## src/hw/rtl/csgs_pkg.sv

```systemverilog
// Shared types and constants for the cubic spline Gauss-Seidel solver.
// No dependencies; imported by csgs_div, csgs_dp, csgs_ctrl and the top module.
`timescale 1ns / 1ps
`default_nettype none

package csgs_pkg;

    localparam int FRAC_BITS  = 16;   // knot format Q15.16
    localparam int RELAX_FRAC = 16;   // relaxation factor is always unsigned Q1.16
    localparam int IDX_W      = 6;    // knot index field
    localparam int CFG_AW     = 4;    // byte address of three 32-bit registers

    // divider sizes: 67-bit signed dividend, 35-bit divisor, 50 quotient bits
    localparam int NUM_W = 67;
    localparam int DEN_W = 35;
    localparam int QB    = 50;
    localparam int Q_W   = QB + 1;

    localparam logic [1:0] STAT_CONVERGED = 2'd0;
    localparam logic [1:0] STAT_LIMIT     = 2'd1;
    localparam logic [1:0] STAT_FEW       = 2'd2;
    localparam logic [1:0] STAT_SPACING   = 2'd3;

    localparam logic [1:0] REG_ITER  = 2'd0;
    localparam logic [1:0] REG_TOL   = 2'd1;
    localparam logic [1:0] REG_RELAX = 2'd2;

    typedef enum logic [4:0] {
        OP_NONE, OP_STORE,
        OP_P_LATCH, OP_P_DIV, OP_P_FIRST, OP_P_RHS,
        OP_S_A, OP_S_B, OP_S_C, OP_S_MUL1, OP_S_MUL2, OP_S_SUM, OP_S_DIV,
        OP_S_SAT, OP_S_DIFF, OP_S_RELAX, OP_S_ROUND, OP_S_WRITE,
        OP_EMIT
    } t_op;

    typedef enum logic [4:0] {
        ST_LOAD, ST_START,
        ST_P_RD, ST_P_LAT, ST_P_DIV, ST_P_WAIT, ST_P_STORE,
        ST_SW_INIT,
        ST_S_RD, ST_S_A, ST_S_B, ST_S_C, ST_S_MUL1, ST_S_MUL2, ST_S_SUM,
        ST_S_DIV, ST_S_WAIT, ST_S_SAT, ST_S_DIFF, ST_S_RELAX, ST_S_ROUND,
        ST_S_WRITE, ST_S_END,
        ST_O_RD, ST_O_PUT, ST_ERR
    } t_state;

    typedef struct packed {
        t_op              op;
        logic [IDX_W-1:0] addr;
        logic             zero;    // read data counts as zero
        logic [1:0]       status;
        logic             last;
    } t_cmd;

    typedef struct packed {
        logic div_busy;
        logic h_bad;        // spacing zero or negative
        logic big_change;   // |M_old - S| above tolerance
        logic out_busy;     // output register full and not taken
    } t_stat;

    function automatic logic signed [31:0] sat32(input logic signed [NUM_W-1:0] v);
        logic signed [31:0] r;
        if (v[NUM_W-1:31] == '0 || v[NUM_W-1:31] == '1) begin
            r = v[31:0];
        end else if (v[NUM_W-1]) begin
            r = 32'sh8000_0000;
        end else begin
            r = 32'sh7fff_ffff;
        end
        return r;
    endfunction

endpackage

`default_nettype wire

```

## src/hw/rtl/csgs_ctrl.sv

```systemverilog
// Sequencer for load, slope preparation, Gauss-Seidel sweeps and result output.
// Depends on csgs_pkg; drives csgs_dp through t_cmd and reads t_stat.
`timescale 1ns / 1ps
`default_nettype none

module csgs_ctrl
    import csgs_pkg::*;
#(
    parameter int MAX_POINTS = 64
) (
    input  wire logic       i_clk,
    input  wire logic       i_rst_n,
    input  wire logic       i_in_valid,
    input  wire logic       i_in_last,
    output logic            o_in_ready,
    input  wire logic [7:0] i_limit,
    input  wire t_stat      i_stat,
    output t_cmd            o_cmd
);

    localparam int CNT_W = $clog2(MAX_POINTS + 1);
    localparam logic [CNT_W-1:0] MAX_CNT = CNT_W'(MAX_POINTS);

    t_state           r_state, n_state;
    logic [CNT_W-1:0] r_cnt, n_cnt, r_m, n_m, r_i, n_i;
    logic [7:0]       r_sweep, n_sweep;
    logic             r_ok, n_ok, r_first, n_first;
    logic [1:0]       r_err, n_err, r_stat, n_stat;

    logic w_room, w_i_last, w_i_one;
    assign w_room   = r_cnt < MAX_CNT;
    assign w_i_last = r_i == r_m - CNT_W'(2);
    assign w_i_one  = r_i == CNT_W'(1);

    // next state and counters
    always_comb begin
        n_state = r_state;
        n_cnt   = r_cnt;
        n_m     = r_m;
        n_i     = r_i;
        n_sweep = r_sweep;
        n_ok    = r_ok;
        n_first = r_first;
        n_err   = r_err;
        n_stat  = r_stat;
        case (r_state)
            ST_LOAD: begin
                if (i_in_valid) begin
                    if (w_room) n_cnt = r_cnt + CNT_W'(1);
                    if (i_in_last) begin
                        n_m     = w_room ? r_cnt + CNT_W'(1) : r_cnt;
                        n_cnt   = '0;
                        n_state = ST_START;
                    end
                end
            end
            ST_START: begin
                if (r_m < CNT_W'(3)) begin
                    n_err   = STAT_FEW;
                    n_state = ST_ERR;
                end else begin
                    n_i     = CNT_W'(1);
                    n_state = ST_P_RD;
                end
            end
            ST_P_RD:  n_state = ST_P_LAT;
            ST_P_LAT: n_state = ST_P_DIV;
            ST_P_DIV: begin
                if (i_stat.h_bad) begin
                    n_err   = STAT_SPACING;
                    n_state = ST_ERR;
                end else begin
                    n_state = ST_P_WAIT;
                end
            end
            ST_P_WAIT: if (!i_stat.div_busy) n_state = ST_P_STORE;
            ST_P_STORE: begin
                if (r_i == r_m - CNT_W'(1)) begin
                    n_state = ST_SW_INIT;
                end else begin
                    n_i     = r_i + CNT_W'(1);
                    n_state = ST_P_RD;
                end
            end
            ST_SW_INIT: begin
                n_i     = CNT_W'(1);
                n_ok    = 1'b1;
                n_sweep = '0;
                n_first = 1'b1;
                if (i_limit == '0) begin
                    n_stat  = STAT_LIMIT;
                    n_state = ST_O_RD;
                end else begin
                    n_state = ST_S_RD;
                end
            end
            ST_S_RD:    n_state = ST_S_A;
            ST_S_A:     n_state = ST_S_B;
            ST_S_B:     n_state = ST_S_C;
            ST_S_C:     n_state = ST_S_MUL1;
            ST_S_MUL1:  n_state = ST_S_MUL2;
            ST_S_MUL2:  n_state = ST_S_SUM;
            ST_S_SUM:   n_state = ST_S_DIV;
            ST_S_DIV:   n_state = ST_S_WAIT;
            ST_S_WAIT:  if (!i_stat.div_busy) n_state = ST_S_SAT;
            ST_S_SAT:   n_state = ST_S_DIFF;
            ST_S_DIFF:  n_state = ST_S_RELAX;
            ST_S_RELAX: begin
                if (i_stat.big_change) n_ok = 1'b0;
                n_state = ST_S_ROUND;
            end
            ST_S_ROUND: n_state = ST_S_WRITE;
            ST_S_WRITE: begin
                if (w_i_last) begin
                    n_state = ST_S_END;
                end else begin
                    n_i     = r_i + CNT_W'(1);
                    n_state = ST_S_RD;
                end
            end
            ST_S_END: begin
                n_sweep = r_sweep + 8'd1;
                n_first = 1'b0;
                n_i     = CNT_W'(1);
                if (r_ok || r_sweep + 8'd1 == i_limit) begin
                    n_stat  = r_ok ? STAT_CONVERGED : STAT_LIMIT;
                    n_state = ST_O_RD;
                end else begin
                    n_ok    = 1'b1;
                    n_state = ST_S_RD;
                end
            end
            ST_O_RD: n_state = ST_O_PUT;
            ST_O_PUT: begin
                if (!i_stat.out_busy) begin
                    if (w_i_last) begin
                        n_state = ST_LOAD;
                    end else begin
                        n_i     = r_i + CNT_W'(1);
                        n_state = ST_O_RD;
                    end
                end
            end
            ST_ERR: if (!i_stat.out_busy) n_state = ST_LOAD;
            default: n_state = ST_LOAD;
        endcase
    end

    // commands to the datapath
    always_comb begin
        o_cmd.op     = OP_NONE;
        o_cmd.addr   = IDX_W'(r_i);
        o_cmd.zero   = 1'b0;
        o_cmd.status = r_stat;
        o_cmd.last   = 1'b0;
        o_in_ready   = 1'b0;
        case (r_state)
            ST_LOAD: begin
                o_in_ready = 1'b1;
                o_cmd.addr = IDX_W'(r_cnt);
                if (i_in_valid && w_room) o_cmd.op = OP_STORE;
            end
            ST_P_RD:  o_cmd.addr = IDX_W'(r_i - CNT_W'(1));
            ST_P_LAT: o_cmd.op = OP_P_LATCH;
            ST_P_DIV: if (!i_stat.h_bad) o_cmd.op = OP_P_DIV;   // bad spacing: no divide
            ST_P_STORE: begin
                o_cmd.op   = w_i_one ? OP_P_FIRST : OP_P_RHS;
                o_cmd.addr = IDX_W'(r_i - CNT_W'(1));
            end
            ST_S_RD: o_cmd.addr = IDX_W'(r_i - CNT_W'(1));
            ST_S_A: begin
                o_cmd.op   = OP_S_A;
                o_cmd.zero = w_i_one;            // M at the left end
            end
            ST_S_B: begin
                o_cmd.op   = OP_S_B;
                o_cmd.zero = r_first;            // nothing written yet this solve
                o_cmd.addr = IDX_W'(r_i + CNT_W'(1));
            end
            ST_S_C: begin
                o_cmd.op   = OP_S_C;
                o_cmd.zero = r_first || w_i_last;
            end
            ST_S_MUL1:  o_cmd.op = OP_S_MUL1;
            ST_S_MUL2:  o_cmd.op = OP_S_MUL2;
            ST_S_SUM:   o_cmd.op = OP_S_SUM;
            ST_S_DIV:   o_cmd.op = OP_S_DIV;
            ST_S_SAT:   o_cmd.op = OP_S_SAT;
            ST_S_DIFF:  o_cmd.op = OP_S_DIFF;
            ST_S_RELAX: o_cmd.op = OP_S_RELAX;
            ST_S_ROUND: o_cmd.op = OP_S_ROUND;
            ST_S_WRITE: o_cmd.op = OP_S_WRITE;
            ST_O_PUT: begin
                o_cmd.zero = r_first;            // no sweep ran
                o_cmd.last = w_i_last;
                if (!i_stat.out_busy) o_cmd.op = OP_EMIT;
            end
            ST_ERR: begin
                o_cmd.addr   = '0;
                o_cmd.zero   = 1'b1;
                o_cmd.status = r_err;
                o_cmd.last   = 1'b1;
                if (!i_stat.out_busy) o_cmd.op = OP_EMIT;
            end
            default: ;
        endcase
    end

    always_ff @(posedge i_clk) begin
        if (!i_rst_n) begin
            r_state <= ST_LOAD;
            r_cnt   <= '0;
            r_m     <= '0;
            r_i     <= '0;
            r_sweep <= '0;
            r_ok    <= 1'b0;
            r_first <= 1'b1;
            r_err   <= STAT_FEW;
            r_stat  <= STAT_CONVERGED;
        end else begin
            r_state <= n_state;
            r_cnt   <= n_cnt;
            r_m     <= n_m;
            r_i     <= n_i;
            r_sweep <= n_sweep;
            r_ok    <= n_ok;
            r_first <= n_first;
            r_err   <= n_err;
            r_stat  <= n_stat;
        end
    end

    a_emit_free: assert property (@(posedge i_clk) disable iff (!i_rst_n)
        o_cmd.op == OP_EMIT |-> !i_stat.out_busy)
        else $error("result loaded over an untaken result");

    a_knot_range: assert property (@(posedge i_clk) disable iff (!i_rst_n)
        r_state == ST_S_WRITE |-> r_i >= CNT_W'(1) && r_i + CNT_W'(2) <= r_m)
        else $error("sweep index outside interior knots");

    a_limit_status: assert property (@(posedge i_clk) disable iff (!i_rst_n)
        (r_state == ST_O_PUT && r_stat == STAT_LIMIT) |-> r_sweep == i_limit)
        else $error("limit status without all sweeps done");

endmodule

`default_nettype wire

```

## config.mk

```make
export PLATFORM = sky130hd
export DESIGN_NAME = csgs_ctrl
export DESIGN_NICKNAME = d
export VERILOG_FILES = /design/src/hw/rtl/csgs_pkg.sv /design/src/hw/rtl/csgs_ctrl.sv
export SDC_FILE = /design/constraint.sdc
export NUM_CORES = 1
export LEC_CHECK = 0
export BUFFER_PORTS_ARGS = -buffer_cell sky130_fd_sc_hd__buf_2
export CAP_MARGIN = 30
export CORE_MARGIN = 2
export CORE_UTILIZATION = 60
export DETAILED_ROUTE_END_ITERATION = 10
export HOLD_SLACK_MARGIN = 0.1
export PLACE_DENSITY = 0.8
export SLEW_MARGIN = 20
export SYNTH_ARGS = -nofsm -noshare
export SYNTH_HDL_FRONTEND = slang
export SYNTH_SLANG_ARGS = --single-unit
```

## constraint.sdc

```tcl
create_clock -name i_clk -period 3.84 [get_ports i_clk]
set_input_delay 0 -clock i_clk [delete_from_list [all_inputs] [get_ports i_clk]]
set_output_delay 0 -clock i_clk [all_outputs]
set_load 0.005 [all_outputs]
```

# Word-level counts from Yosys, hierarchy flattened
# Index checks and enable logic that the tools add are counted.
[totals]
regBits = 40
inputBits = 16
out_inout_bits = 16
elab_cells = 123
[op_classes]
addsub = 6
order_cmp = 2
eq_ne = 43
n_mux = 43
n_reduce_logical = 20
[ops]
columns = ["cell", "n"]
rows = [
  ["5-bit one-hot mux with 26 select lines", 1],
  ["5-bit one-hot mux with 17 select lines", 1],
  ["5-bit 2-to-1 mux", 13],
  ["5-bit == test (second input constant)", 10],
  ["7-bit 2-to-1 mux", 6],
  ["5-bit by 4-bit == test with 1-bit output (second input constant)", 8],
  ["7-bit one-hot mux with 5 select lines", 1],
  ["2-bit inequality test (second input constant)", 14],
  ["6-bit one-hot mux with 4 select lines", 1],
  ["5-bit by 3-bit == test with 1-bit output (second input constant)", 4],
  ["8-bit one-hot mux with 2 select lines", 1],
  ["7-bit by 1-bit adder with 7-bit output (second input constant)", 2],
  ["7-bit == test", 2],
  ["2-bit 2-to-1 mux", 6],
  ["3-bit AND reduction", 4],
  ["5-bit by 2-bit == test with 1-bit output (second input constant)", 2],
  ["8-bit by 1-bit adder with 8-bit output (second input constant)", 1],
  ["8-bit == test", 1],
  ["8-bit zero test", 1],
  ["2-bit one-hot mux with 2 select lines", 2],
  ["7-bit by 1-bit == test with 1-bit output (second input constant)", 1],
  ["7-bit by 2-bit < comparator with 1-bit output (second input constant)", 1],
  ["7-bit < comparator (second input constant)", 1],
  ["7-bit by 1-bit subtractor with 7-bit output (second input constant)", 1],
  ["19 further kinds", 29],
]

# Longest topological paths before layout
# Gate-level depths: netlist of the first run.
[depth]
depth_word = 5
mapped_depth = 10
mapped_depth_nobuf = 8

# Worst setup path before layout of the first run
# OpenSTA, ideal clock, no wires.
[synth_path]
path_type = "reg-to-reg"
startpoint = "register r_m[3]"
endpoint = "register r_i[5]"
setup_ns = 0.072
arrival_time_ns = 2.303
required_ns = 3.768
setup_slack_ns = 1.465
path_stages_with_launch = 10
path_buffers = 3
period_less_slack_ns = 2.375
path_cell_list = "dfxtp_1 -> buf_6 -> or4_1 -> buf_2 -> or3_1 -> a2111o_1 -> nor2_1 -> or3_1 -> buf_6 -> mux2i_1"
[synth_between]
elab_chain_len = 5
elab_cells_between_ends = 11
[synth_rtl]
columns = ["item", "line_no", "text"]
rows = [
  ["from (decl)", "csgs_ctrl.sv:25", "logic [CNT_W-1:0] r_cnt, n_cnt, r_m, n_m, r_i, n_i;"],
  ["from (signal assigned)", "csgs_ctrl.sv:223", "r_m <= n_m;"],
  ["7-bit by 2-bit subtractor with 7-bit output", "csgs_ctrl.sv:32", "assign w_i_last = r_i == r_m - CNT_W'(2);"],
  ["7-bit == test", "csgs_ctrl.sv:32", ""],
  ["7-bit 2-to-1 mux (2 in series)", "--", ""],
  ["7-bit one-hot mux with 5 select lines", "--", ""],
  ["to (signal assigned)", "csgs_ctrl.sv:224", "r_i <= n_i;"],
  ["to (decl)", "csgs_ctrl.sv:25", ""],
]
# Parallel ways exist; a longest one is shown, timed or not. The select of a mux whose other input is x is not followed.
# A chain may end at the register's enable or synchronous reset.

# Worst setup path in the final report of the first run
[layout_path]
startpoint = "register r_state[3]"
endpoint = "register r_i[3]"
[layout_between]
elab_chain_len = 4
elab_cells_between_ends = 13
[layout_rtl]
columns = ["item", "line_no", "text"]
rows = [
  ["from (decl)", "csgs_ctrl.sv:24", "t_state r_state, n_state;"],
  ["from (signal assigned)", "csgs_ctrl.sv:221", "r_state <= n_state;"],
  ["5-bit == test / 5-bit by 3-bit == test with 1-bit output (equally long branches)", "csgs_ctrl.sv:46", "case (r_state)"],
  ["2-bit OR reduction (no source line)", "--", ""],
  ["5-bit nonzero test (no source line)", "--", ""],
  ["4-bit AND reduction (no source line)", "--", ""],
]
# Parallel ways exist; a longest one is shown, timed or not.

==> results of run 1 <==
[worst paths after layout]
kind	endpoint	slack, ps	cells after the start
max reg2reg	r_i[3]	990	6
min	r_cnt[0]	150	4
max	r_i[3]	990	6
min reg2reg	r_stat[0]	490	2
[state kept, by name (all words and copies together) (netlist names)]
register and cells:
r_state 5, r_i 7, r_ok 1, r_first 1
r_sweep 8, r_stat 1, r_err 1, r_m 7
r_cnt 7
[cell families after synthesis]
group / Yosys count
buffers and inverters: 48
AOI/OAI and AO/OA: 152
muxes: 7
and+or+nand+nor: 205
xor gates and xnor gates: 30
adders and majority gates: 9
DFF: 38
[layout by cell type (no fill, tap or decap), drive strengths merged, types with 11 or more instances in the layout]
cell type / instances
nor3: 14
inv: 11
xnor2: 13
a211oi: 12
buf: 33
nor2: 54
nand3: 15
nand2: 43
o21ai: 35
dfxtp: 38
nand3b: 11
a21oi: 33
xor2: 17
[worst max-delay path: cells and delay by family (launching register included)]
family	cells	cell delay, ps
flops	1	810
compound gates	3	740
simple gates	1	500
buf+inv	1	470
mux	1	250
[per-stage QoR]
stage	hold WS, ps	power, W	worst slack, ps	std cells
2_1_floorplan	136.9	0.001494	1465	489
3_3_place_gp	336.4	0.001754	1125	558
3_5_place_dp	342.3	0.001766	1075	558
4_1_cts	133.5	0.002113	1037	569
5_1_grt	186.6	0.002306	787.6	569
6_report	151.6	0.002140	988.1	569
[layout make-up]
class / count / share of cell area [%]
tap: 72 / 2.428
sequential: 38 / 20.51
inverter: 12 / 1.214
clock buffer: 5 / 1.855
multi-input combinational: 403 / 67.52
timing repair buffer: 36 / 5.396
clock inverter: 3 / 1.079
[cell usage after synthesis, drive strengths merged, types with 6 or more instances]
| master | instances |
|---|---|
| a211oi | 12 |
| a21oi | 33 |
| a22oi | 7 |
| a31oi | 10 |
| and3 | 6 |
| buf | 6 |
| clkbuf | 30 |
| dfxtp | 38 |
| ha | 9 |
| inv | 11 |
| nand2 | 43 |
| nand2b | 10 |
| nand3 | 15 |
| nand3b | 11 |
| nor2 | 54 |
| nor2b | 9 |
| nor3 | 14 |
| nor4 | 8 |
| o21a | 7 |
| o21ai | 35 |
| o31ai | 7 |
| or3 | 7 |
| xnor2 | 13 |
| xor2 | 17 |
[per-layer routing]
metal | vias to the layer above | track usage (%) | part of all wire (%)
li1 | 1811 | - | -
met1 | 1734 | 42.65 | 46
met5 | - | 0 | 0
met3 | 22 | 4.299 | 6.9
met2 | 177 | 49.08 | 45
met4 | 0 | 12.20 | 2.0
[power breakdown]
| part | switching [W] | internal [W] | total, W |
|---|---|---|---|
| clock network | 0.000149 | 0.000191 | 0.000340 |
| registers | 0.000181 | 0.000440 | 0.000621 |
| logic | 0.000699 | 0.000481 | 0.00118 |
==> flow_summary.yaml, run 1 <==
status:
  status: "complete, no violations"
placement:
  gp_congestion: 0.9195
  port_buffers: 31
  hpwl_mm: 6.878
  place_area_um2: 3571
synth:
  synth_area_leaders: "dfxtp_1, nor2_1, a21oi_1"
  yosysUniqueCellTypes: 65
  synthSimpleGateAreaFrac_pct: 30.46
  yosys.area.top_type_share_pct: 21.97
  async_flop_share_pct: 0
  synth_flop_cell: "dfxtp_1"
  synthXorXnorAreaFrac_pct: 7.587
  syn_avg_cell_area_um2: 7.082
  synthAdderAreaFrac_pct: 3.251
  ys_warn_count: 0
  synth_cells: 489
  synth_edf_count: 0
  synth.area.mux_share_pct: 2.095
  yosysTopAreaCell: "dfxtp_1"
  netlist_area_um2: 3463
  synth_compound_area_share_pct: 28.94
  ys_ff_latch: 38
  synth.net_count: 514
  synth_top_family_by_area: "simple AND/OR/NAND/NOR gates"
  ys_seq_area_share_pct: 21.97
layout:
  final_util_pct: 66.96
  fillCellCount: 507
  layout-drive-gt1-share_pct: 10.66
  nets: 521
  ff_latch_area_um2: 760.7
  antenna_cells: 0
  multi_input_area_um2: 2505
  area_growth_pct: 7.117
  design_area_um2: 3710
run:
  maxCapViolations: 0
sta:
  period_share_pct: 74.27
  slew_viol_final: 0
  max-slew-margin-rel_pct: 42.64
  rsz0062_at_grt: "false"
  fmax_ghz: 0.3506
  worst_clock_skew_ps: 11.12
  tns_ps: 0
  tightest_slew_ps: 859.2
  finalHoldViolations: 0
  finalSetupViolCount: 0
  finalCriticalPeriod_ps: 2852
worst_setup_path:
  worst_path_largest_cell_delay_ps: 810
  start_kind: "register"
  cp-end-kind: "register"
  cp.required_ps: 4050
  rr_startpoint: "r_state[3]"
  cp_max_fo: 23
  critPathKind: "register to register"
  worst_path_max_delay_cell: "dfxtp_1"
  startpoint: "r_state[3]"
  worstPathArrival_ps: 3070
  crit_chain: "clkinv_1, mux2i_1, a211oi_1, a211o_1, or3_1, o31ai_1"
floorplanning:
  chipHeight_um: 79.98
  start_util_pct: 62.51
  io_pins: 32
  die_w_um: 79.98
  die-area_um2: 6396
  core_um2: 5540
  rows: 27
cts:
  cts.clk_slew.worst_paths_ps: 80
  clockBufferDepth: 2
  clock-sinks: 38
  hold_buffers: 3
  cts.repair.resized: 0
  clk-insertion-delay-late_ps: 290
  cts_tree: "yes"
  cts.htree.levels: 2
  cts_setup_buffers: 0
  cts_buffers: 5
  root_buffer: "clkbuf_8"
drt:
  ant_nets: 0
  drc: 0
  drt_pass1_iterations: 5
  viasPerCell: 6.580
  first_iter_violations: 424
  finalWirelength_mm: 9.580
  vias: 3744
  routedWlPerCell_um: 16.84
global_routing:
  grt_pass1_vias: 3311
  grt_usage_pct: 31.09
  antenna_found_initial: 0
  grt_max_degree: 30
  grt_pass1_wl_mm: 15.88
  grt_overflow: 0
power_and_ir_drop:
  ir_drop_mv: 0.3218
  powerDensity_nw_per_um2: 576.9
  p_leak_nw: 1.379
min_path:
  min_path_type: "primary input to register"
  min-delay-start: "i_in_last"
No activity file was read; power rests on OpenSTA's default activity.
==> inputs of run 2 (changes only) <==
--- a/config.mk
+++ b/config.mk
@@ -5,13 +5,14 @@
 export SDC_FILE = /design/constraint.sdc
 export NUM_CORES = 1
 export LEC_CHECK = 0
+export ABC_AREA = 1
 export BUFFER_PORTS_ARGS = -buffer_cell sky130_fd_sc_hd__buf_2
 export CAP_MARGIN = 30
 export CORE_MARGIN = 2
 export CORE_UTILIZATION = 60
 export DETAILED_ROUTE_END_ITERATION = 10
 export HOLD_SLACK_MARGIN = 0.1
-export PLACE_DENSITY = 0.8
+export PLACE_DENSITY = 0.81
 export SLEW_MARGIN = 20
 export SYNTH_ARGS = -nofsm -noshare
 export SYNTH_HDL_FRONTEND = slang
==> constraint.sdc (replaced) <==
create_clock -name i_clk -period 2.95 [get_ports i_clk]
set_input_delay 0 -clock i_clk [delete_from_list [all_inputs] [get_ports i_clk]]
set_output_delay 0 -clock i_clk [all_outputs]
set_load 0.005 [all_outputs]
==> flow_summary.yaml, run 2 <==
drt:
  vias: 3564
  finalWirelength_mm: 8.992
  viasPerCell: 5.560
  ant_nets: 0
  routedWlPerCell_um: 14.03
  first_iter_violations: 272
  drc: 0
  drt_pass1_iterations: 5
layout:
  design_area_um2: 3538
  largest_register_ffs: 8
  area_growth_pct: 10.64
  most-common-layout-cells: "nand2_1, inv_1, nor2_1, nand3_1, dfxtp_1"
  regMostFlops: "r_sweep"
  nets: 595
  layout-drive-gt1-share_pct: 11.21
  fillCellCount: 505
  final_common_cell: "nand2_1"
  antenna_cells: 0
min_path:
  min-delay-start: "i_stat[0]"
  holdPathStages: 5
  min_path_type: "primary input to register"
  hold_end: "r_state[3]"
placement:
  hpwl_mm: 7.149
  gp_congestion: 1.013
  place_area_um2: 3407
  port_buffers: 31
status:
  status: "complete, no violations"
worst_setup_path:
  crit_chain: "inv_4, nand2_1, nor2_1, a21oi_1, inv_1, nor4_4, a21oi_1, o221ai_1, buf_2"
  critPathKind: "register to primary output"
  rr_startpoint: "r_state[4]"
  worst_path_max_delay_cell: "dfxtp_1"
  startpoint: "r_state[4]"
  start_kind: "register"
  crit_top_cell: "a21oi_1"
  cp.required_ps: 2950
  ff2ff_setup_slack_ps: 630
  cp_max_fo: 9
  r2r_cells: 11
  worst_path_largest_cell_delay_ps: 590
  worstPathArrival_ps: 2630
  r2r_end: "r_i[4]"
  cp-end-kind: "primary output"
floorplanning:
  core_um2: 5140
  start_util_pct: 62.22
  chipHeight_um: 77.01
  die_w_um: 77.01
  io_pins: 32
  rows: 26
  die-area_um2: 5930
synth:
  synthTopCellsByCount: "nand2_1, inv_1, nor2_1"
  synth.net_count: 560
  synth_area_leaders: "dfxtp_1, nand2_1, inv_1"
  synth_flop_cell: "dfxtp_1"
  yosysTopAreaCell: "dfxtp_1"
  ys_warn_count: 0
  async_flop_share_pct: 0
  ys_seq_area_share_pct: 23.79
  ys_ff_latch: 38
  yosysUniqueCellTypes: 38
  netlist_area_um2: 3198
  synth_edf_count: 0
  yosys.area.top_type_share_pct: 23.79
  synth_cells: 535
  syn_avg_cell_area_um2: 5.978
  synth.most_common_cell: "nand2_1"
sta:
  rsz0062_at_grt: "false"
  fmax_ghz: 0.3807
  tns_ps: 0
  finalHoldViolations: 0
  tightest_slew_ps: 821.9
  max-slew-margin-rel_pct: 45.15
  finalSetupViolCount: 0
  period_share_pct: 89.03
  slew_viol_final: 0
  worst_clock_skew_ps: 3.570
  finalCriticalPeriod_ps: 2626
global_routing:
  grt_max_degree: 26
  grt_pass1_wl_mm: 14.88
  grt_usage_pct: 31.20
  grt_overflow: 0
  grt_pass1_vias: 3235
  antenna_found_initial: 0
cts:
  clock-sinks: 38
  cts_buffers: 5
  cts_tree: "yes"
  clk-insertion-delay-late_ps: 300
  root_buffer: "clkbuf_8"
  cts.htree.levels: 2
  clockBufferDepth: 2
  cts.clk_slew.worst_paths_ps: 70
power_and_ir_drop:
  powerDensity_nw_per_um2: 606.9
  ir_drop_mv: 0.3695
  total_power_w: 0.002147
  p_leak_nw: 1.752
run:
  maxCapViolations: 0
==> run 2: cell types whose count changed after synthesis, sizes merged, moves of 9 or more <==
| cell | delta |
|---|---|
| nand2 | +105 |
| inv | +73 |
| nand3 | +40 |
| clkbuf | -25 |
| o21ai | -21 |
| nor2 | +14 |
| nand2b | -10 |
| nand3b | -10 |
| a211oi | -9 |
| a31oi | -9 |
| nor2b | -9 |
==> run 2: worst max path at each step <==
stage | endpoint | depth (start not counted)
finish | o_cmd[7] | 9
global placement | r_i[0] | 11
CTS | o_cmd[7] | 9
global route | o_cmd[7] | 9
floorplan | r_i[0] | 10
detailed placement | r_i[4] | 11
==> run 2: logic make-up after synthesis <==
| logic type | synth area share, % |
|---|---|
| xor gates and xnor gates | 6.573 |
| and+or+nand+nor | 42.25 |
| buffers and inverters | 11.35 |
| adders and majority gates | 3.521 |
| DFF | 23.79 |
| AOI/OAI and AO/OA | 12.52 |
==> run 2: area by class of cell <==
| class | instances | area [um^2] | share of cell area (%) |
|---|---|---|---|
| Clock buffer | 7 | 86.33 | 2.440 |
| Clock inverter | 1 | 5.005 | 0.1414 |
| Inverter | 85 | 321.6 | 9.088 |
| Multi-Input combinational cell | 404 | 2074 | 58.63 |
| Sequential cell | 38 | 760.7 | 21.50 |
| Tap cell | 70 | 87.58 | 2.475 |
| Timing Repair Buffer | 36 | 202.7 | 5.728 |
==> run 2: worst max-delay path: cells and delay by family (launching register included) <==
family / cells / cell delay, ps
simple gates: 3 / 620
compound gates: 3 / 610
flops: 1 / 590
buf+inv: 3 / 500
==> run 2: stage by stage <==
step / hold slack, ps / util (%) / worst slack (ps) / instances
2_1_floorplan: 84.11 / - / 1092 / 535
3_3_place_gp: 290.7 / 66.29 / 733.5 / 629
3_5_place_dp: 300.7 / 66.29 / 654.0 / 629
4_1_cts: 114.6 / 68.84 / 376.0 / 641
5_1_grt: 137.9 / 68.84 / 115.3 / 641
6_report: 125.8 / 68.84 / 323.6 / 641
==> run 2: layer usage <==
layer,global-route usage (%),vias to the layer above,part of all wire (%)
met5,0,-,0
met1,42.47,1603,46
met3,6.000,23,8.0
met4,12.14,0,2.9
li1,-,1794,-
met2,48.77,144,43
==> run 2: where the power goes <==
part | switching (W) | internal (W)
clock | 0.000190 | 0.000189
combinational | 0.000729 | 0.000395
sequential | 0.0000885 | 0.000557
total | 0.00101 | 0.00114
==> run 2: repair_timing <==
action | in CTS | in global routing
resized for setup | 0 | 0
buffers inserted | 0 | 0
hold buffers | 4 | 0
hold endpoints to repair | 13 | 0
==> inputs of run 3 (changes only) <==
--- a/config.mk
+++ b/config.mk
@@ -8,11 +8,13 @@
 export ABC_AREA = 1
 export BUFFER_PORTS_ARGS = -buffer_cell sky130_fd_sc_hd__buf_2
 export CAP_MARGIN = 30
+export CELL_PAD_IN_SITES_DETAIL_PLACEMENT = 0
+export CELL_PAD_IN_SITES_GLOBAL_PLACEMENT = 1
 export CORE_MARGIN = 2
-export CORE_UTILIZATION = 60
+export CORE_UTILIZATION = 41
 export DETAILED_ROUTE_END_ITERATION = 10
 export HOLD_SLACK_MARGIN = 0.1
-export PLACE_DENSITY = 0.81
+export PLACE_DENSITY = 0.8
 export SLEW_MARGIN = 20
 export SYNTH_ARGS = -nofsm -noshare
 export SYNTH_HDL_FRONTEND = slang
==> flow_summary.yaml, run 3 (synthesized netlist as in run 2, its figures left out) <==
sta:
  slew_viol_final: 0
  finalCriticalPeriod_ps: 2579
  period_share_pct: 87.42
  tns_ps: 0
  worst_clock_skew_ps: 3.484
  rsz0062_at_grt: "false"
  tightest_slew_ps: 846.6
  fmax_ghz: 0.3878
  finalSetupViolCount: 0
  max-slew-margin-rel_pct: 43.50
  finalHoldViolations: 0
floorplanning:
  core_um2: 7647
  io_pins: 32
  die_w_um: 92.32
  chipHeight_um: 92.32
  rows: 32
  die-area_um2: 8523
  start_util_pct: 41.82
power_and_ir_drop:
  ir_drop_mv: 0.1962
  p_leak_nw: 1.747
  powerDensity_nw_per_um2: 594.2
layout:
  antenna_cells: 0
  final_common_cell: "nand2_1"
  regMostFlops: "r_sweep"
  design_area_um2: 3570
  nets: 595
  area_growth_pct: 11.62
  layout-drive-gt1-share_pct: 11.07
  final_util_pct: 46.68
  largest_register_ffs: 8
  most-common-layout-cells: "nand2_1, inv_1, nor2_1, nand3_1, dfxtp_1"
worst_setup_path:
  critPathKind: "register to primary output"
  worst_path_max_delay_cell: "dfxtp_1"
  crit_top_cell: "a21oi_1"
  crit_chain: "inv_4, nand2_1, nor2_1, a21oi_1, inv_1, nor4_4, a21oi_1, o221ai_1, buf_2"
  worst_path_largest_cell_delay_ps: 590
  cp.required_ps: 2950
  cp-end-kind: "primary output"
  worstPathArrival_ps: 2580
  start_kind: "register"
  cp_max_fo: 9
cts:
  clock-sinks: 38
  cts.htree.levels: 2
  clockBufferDepth: 2
  cts.clk_slew.worst_paths_ps: 70
  cts_buffers: 5
  clk-insertion-delay-late_ps: 290
  root_buffer: "clkbuf_8"
  cts_tree: "yes"
drt:
  finalWirelength_mm: 9.364
  vias: 3467
  viasPerCell: 5.167
  routedWlPerCell_um: 13.96
  drt_pass1_iterations: 5
  first_iter_violations: 178
  drc: 0
  ant_nets: 0
global_routing:
  grt_max_degree: 26
  grt_pass1_vias: 3165
  grt_pass1_wl_mm: 15.17
  antenna_found_initial: 0
  grt_usage_pct: 22.22
  grt_overflow: 0
status:
  status: "complete, no violations"
placement:
  hpwl_mm: 7.565
  place_area_um2: 3447
  gp_congestion: 0.9787
  port_buffers: 31
run:
  maxCapViolations: 0
min_path:
  min_path_type: "primary input to register"
-- run 3: cell count changes in the layout (fill, tap and decap cells not counted) --
cell and change:
clkbuf_1 -1, clkinv_2 -1
-- run 3: worst max-delay path, delay by kind of cell, from the launching register on --
family / cells / cell delay (ps)
DFF: 1 / 590
buffers and inverters: 3 / 490
and+or+nand+nor: 3 / 590
AOI/OAI and AO/OA: 3 / 600
-- run 3: where the power goes --
part	total (W)	switching (W)	leakage, nW	internal [W]
registers	0.000644	0.0000870	0.307	0.000557
logic	0.00112	0.000722	1.40	0.000395
clock network	0.000361	0.000180	0.0431	0.000180
total	0.00212	0.000989	1.75	0.00113
-- run 3: final cells by class --
class	count	area, um^2
fill	867	4078
clock buffer	6	82.58
timing repair buffer	36	202.7
sequential	38	760.7
multi-input combinational	404	2074
inverter	85	321.6
tap	102	127.6
-- run 3: per-layer routing --
metal	vias to the layer above	wire (um)	part of all wire, %	global-route usage (%)
li1	1785	-	-	-
met1	1567	4577	49	31.52
met2	100	4091	44	34.98
met3	15	518	5.5	3.255
met4	0	177	1.9	6.468
met5	-	0	0	0
-- run 3: path summary, 6_finish.rpt --
| check | from | endpoint | slack, ps | cells past startpoint |
|---|---|---|---|---|
| max | r_state[4] | o_cmd[7] | 370 | 9 |
| min reg2reg | r_ok | r_stat[0] | 440 | 1 |
| min | i_stat[0] | r_state[3] | 120 | 5 |
| max reg2reg | r_state[4] | r_i[3] | 610 | 11 |
-- run 3: repair_timing --
action / 4_1_cts / 5_1_grt
buffers inserted: 0 / 0
resized for setup: 0 / 0
hold endpoints to repair: 13 / 0
hold buffers: 4 / 0
setup endpoints to repair: 0 / 0
-- run 3: metrics by stage --
| step | power [W] | worst slack, ps | cells | hold slack, ps |
|---|---|---|---|---|
| after floorplan | 0.001442 | 1092 | 535 | 84.11 |
| after CTS | 0.002124 | 372.1 | 671 | 115.6 |
| after detailed placement | 0.001754 | 587.2 | 661 | 303.0 |
| final | 0.002121 | 371.2 | 671 | 118.5 |
| after global routing | 0.002292 | 154.2 | 671 | 177.0 |
| after global placement | 0.001757 | 699.2 | 661 | 295.4 |
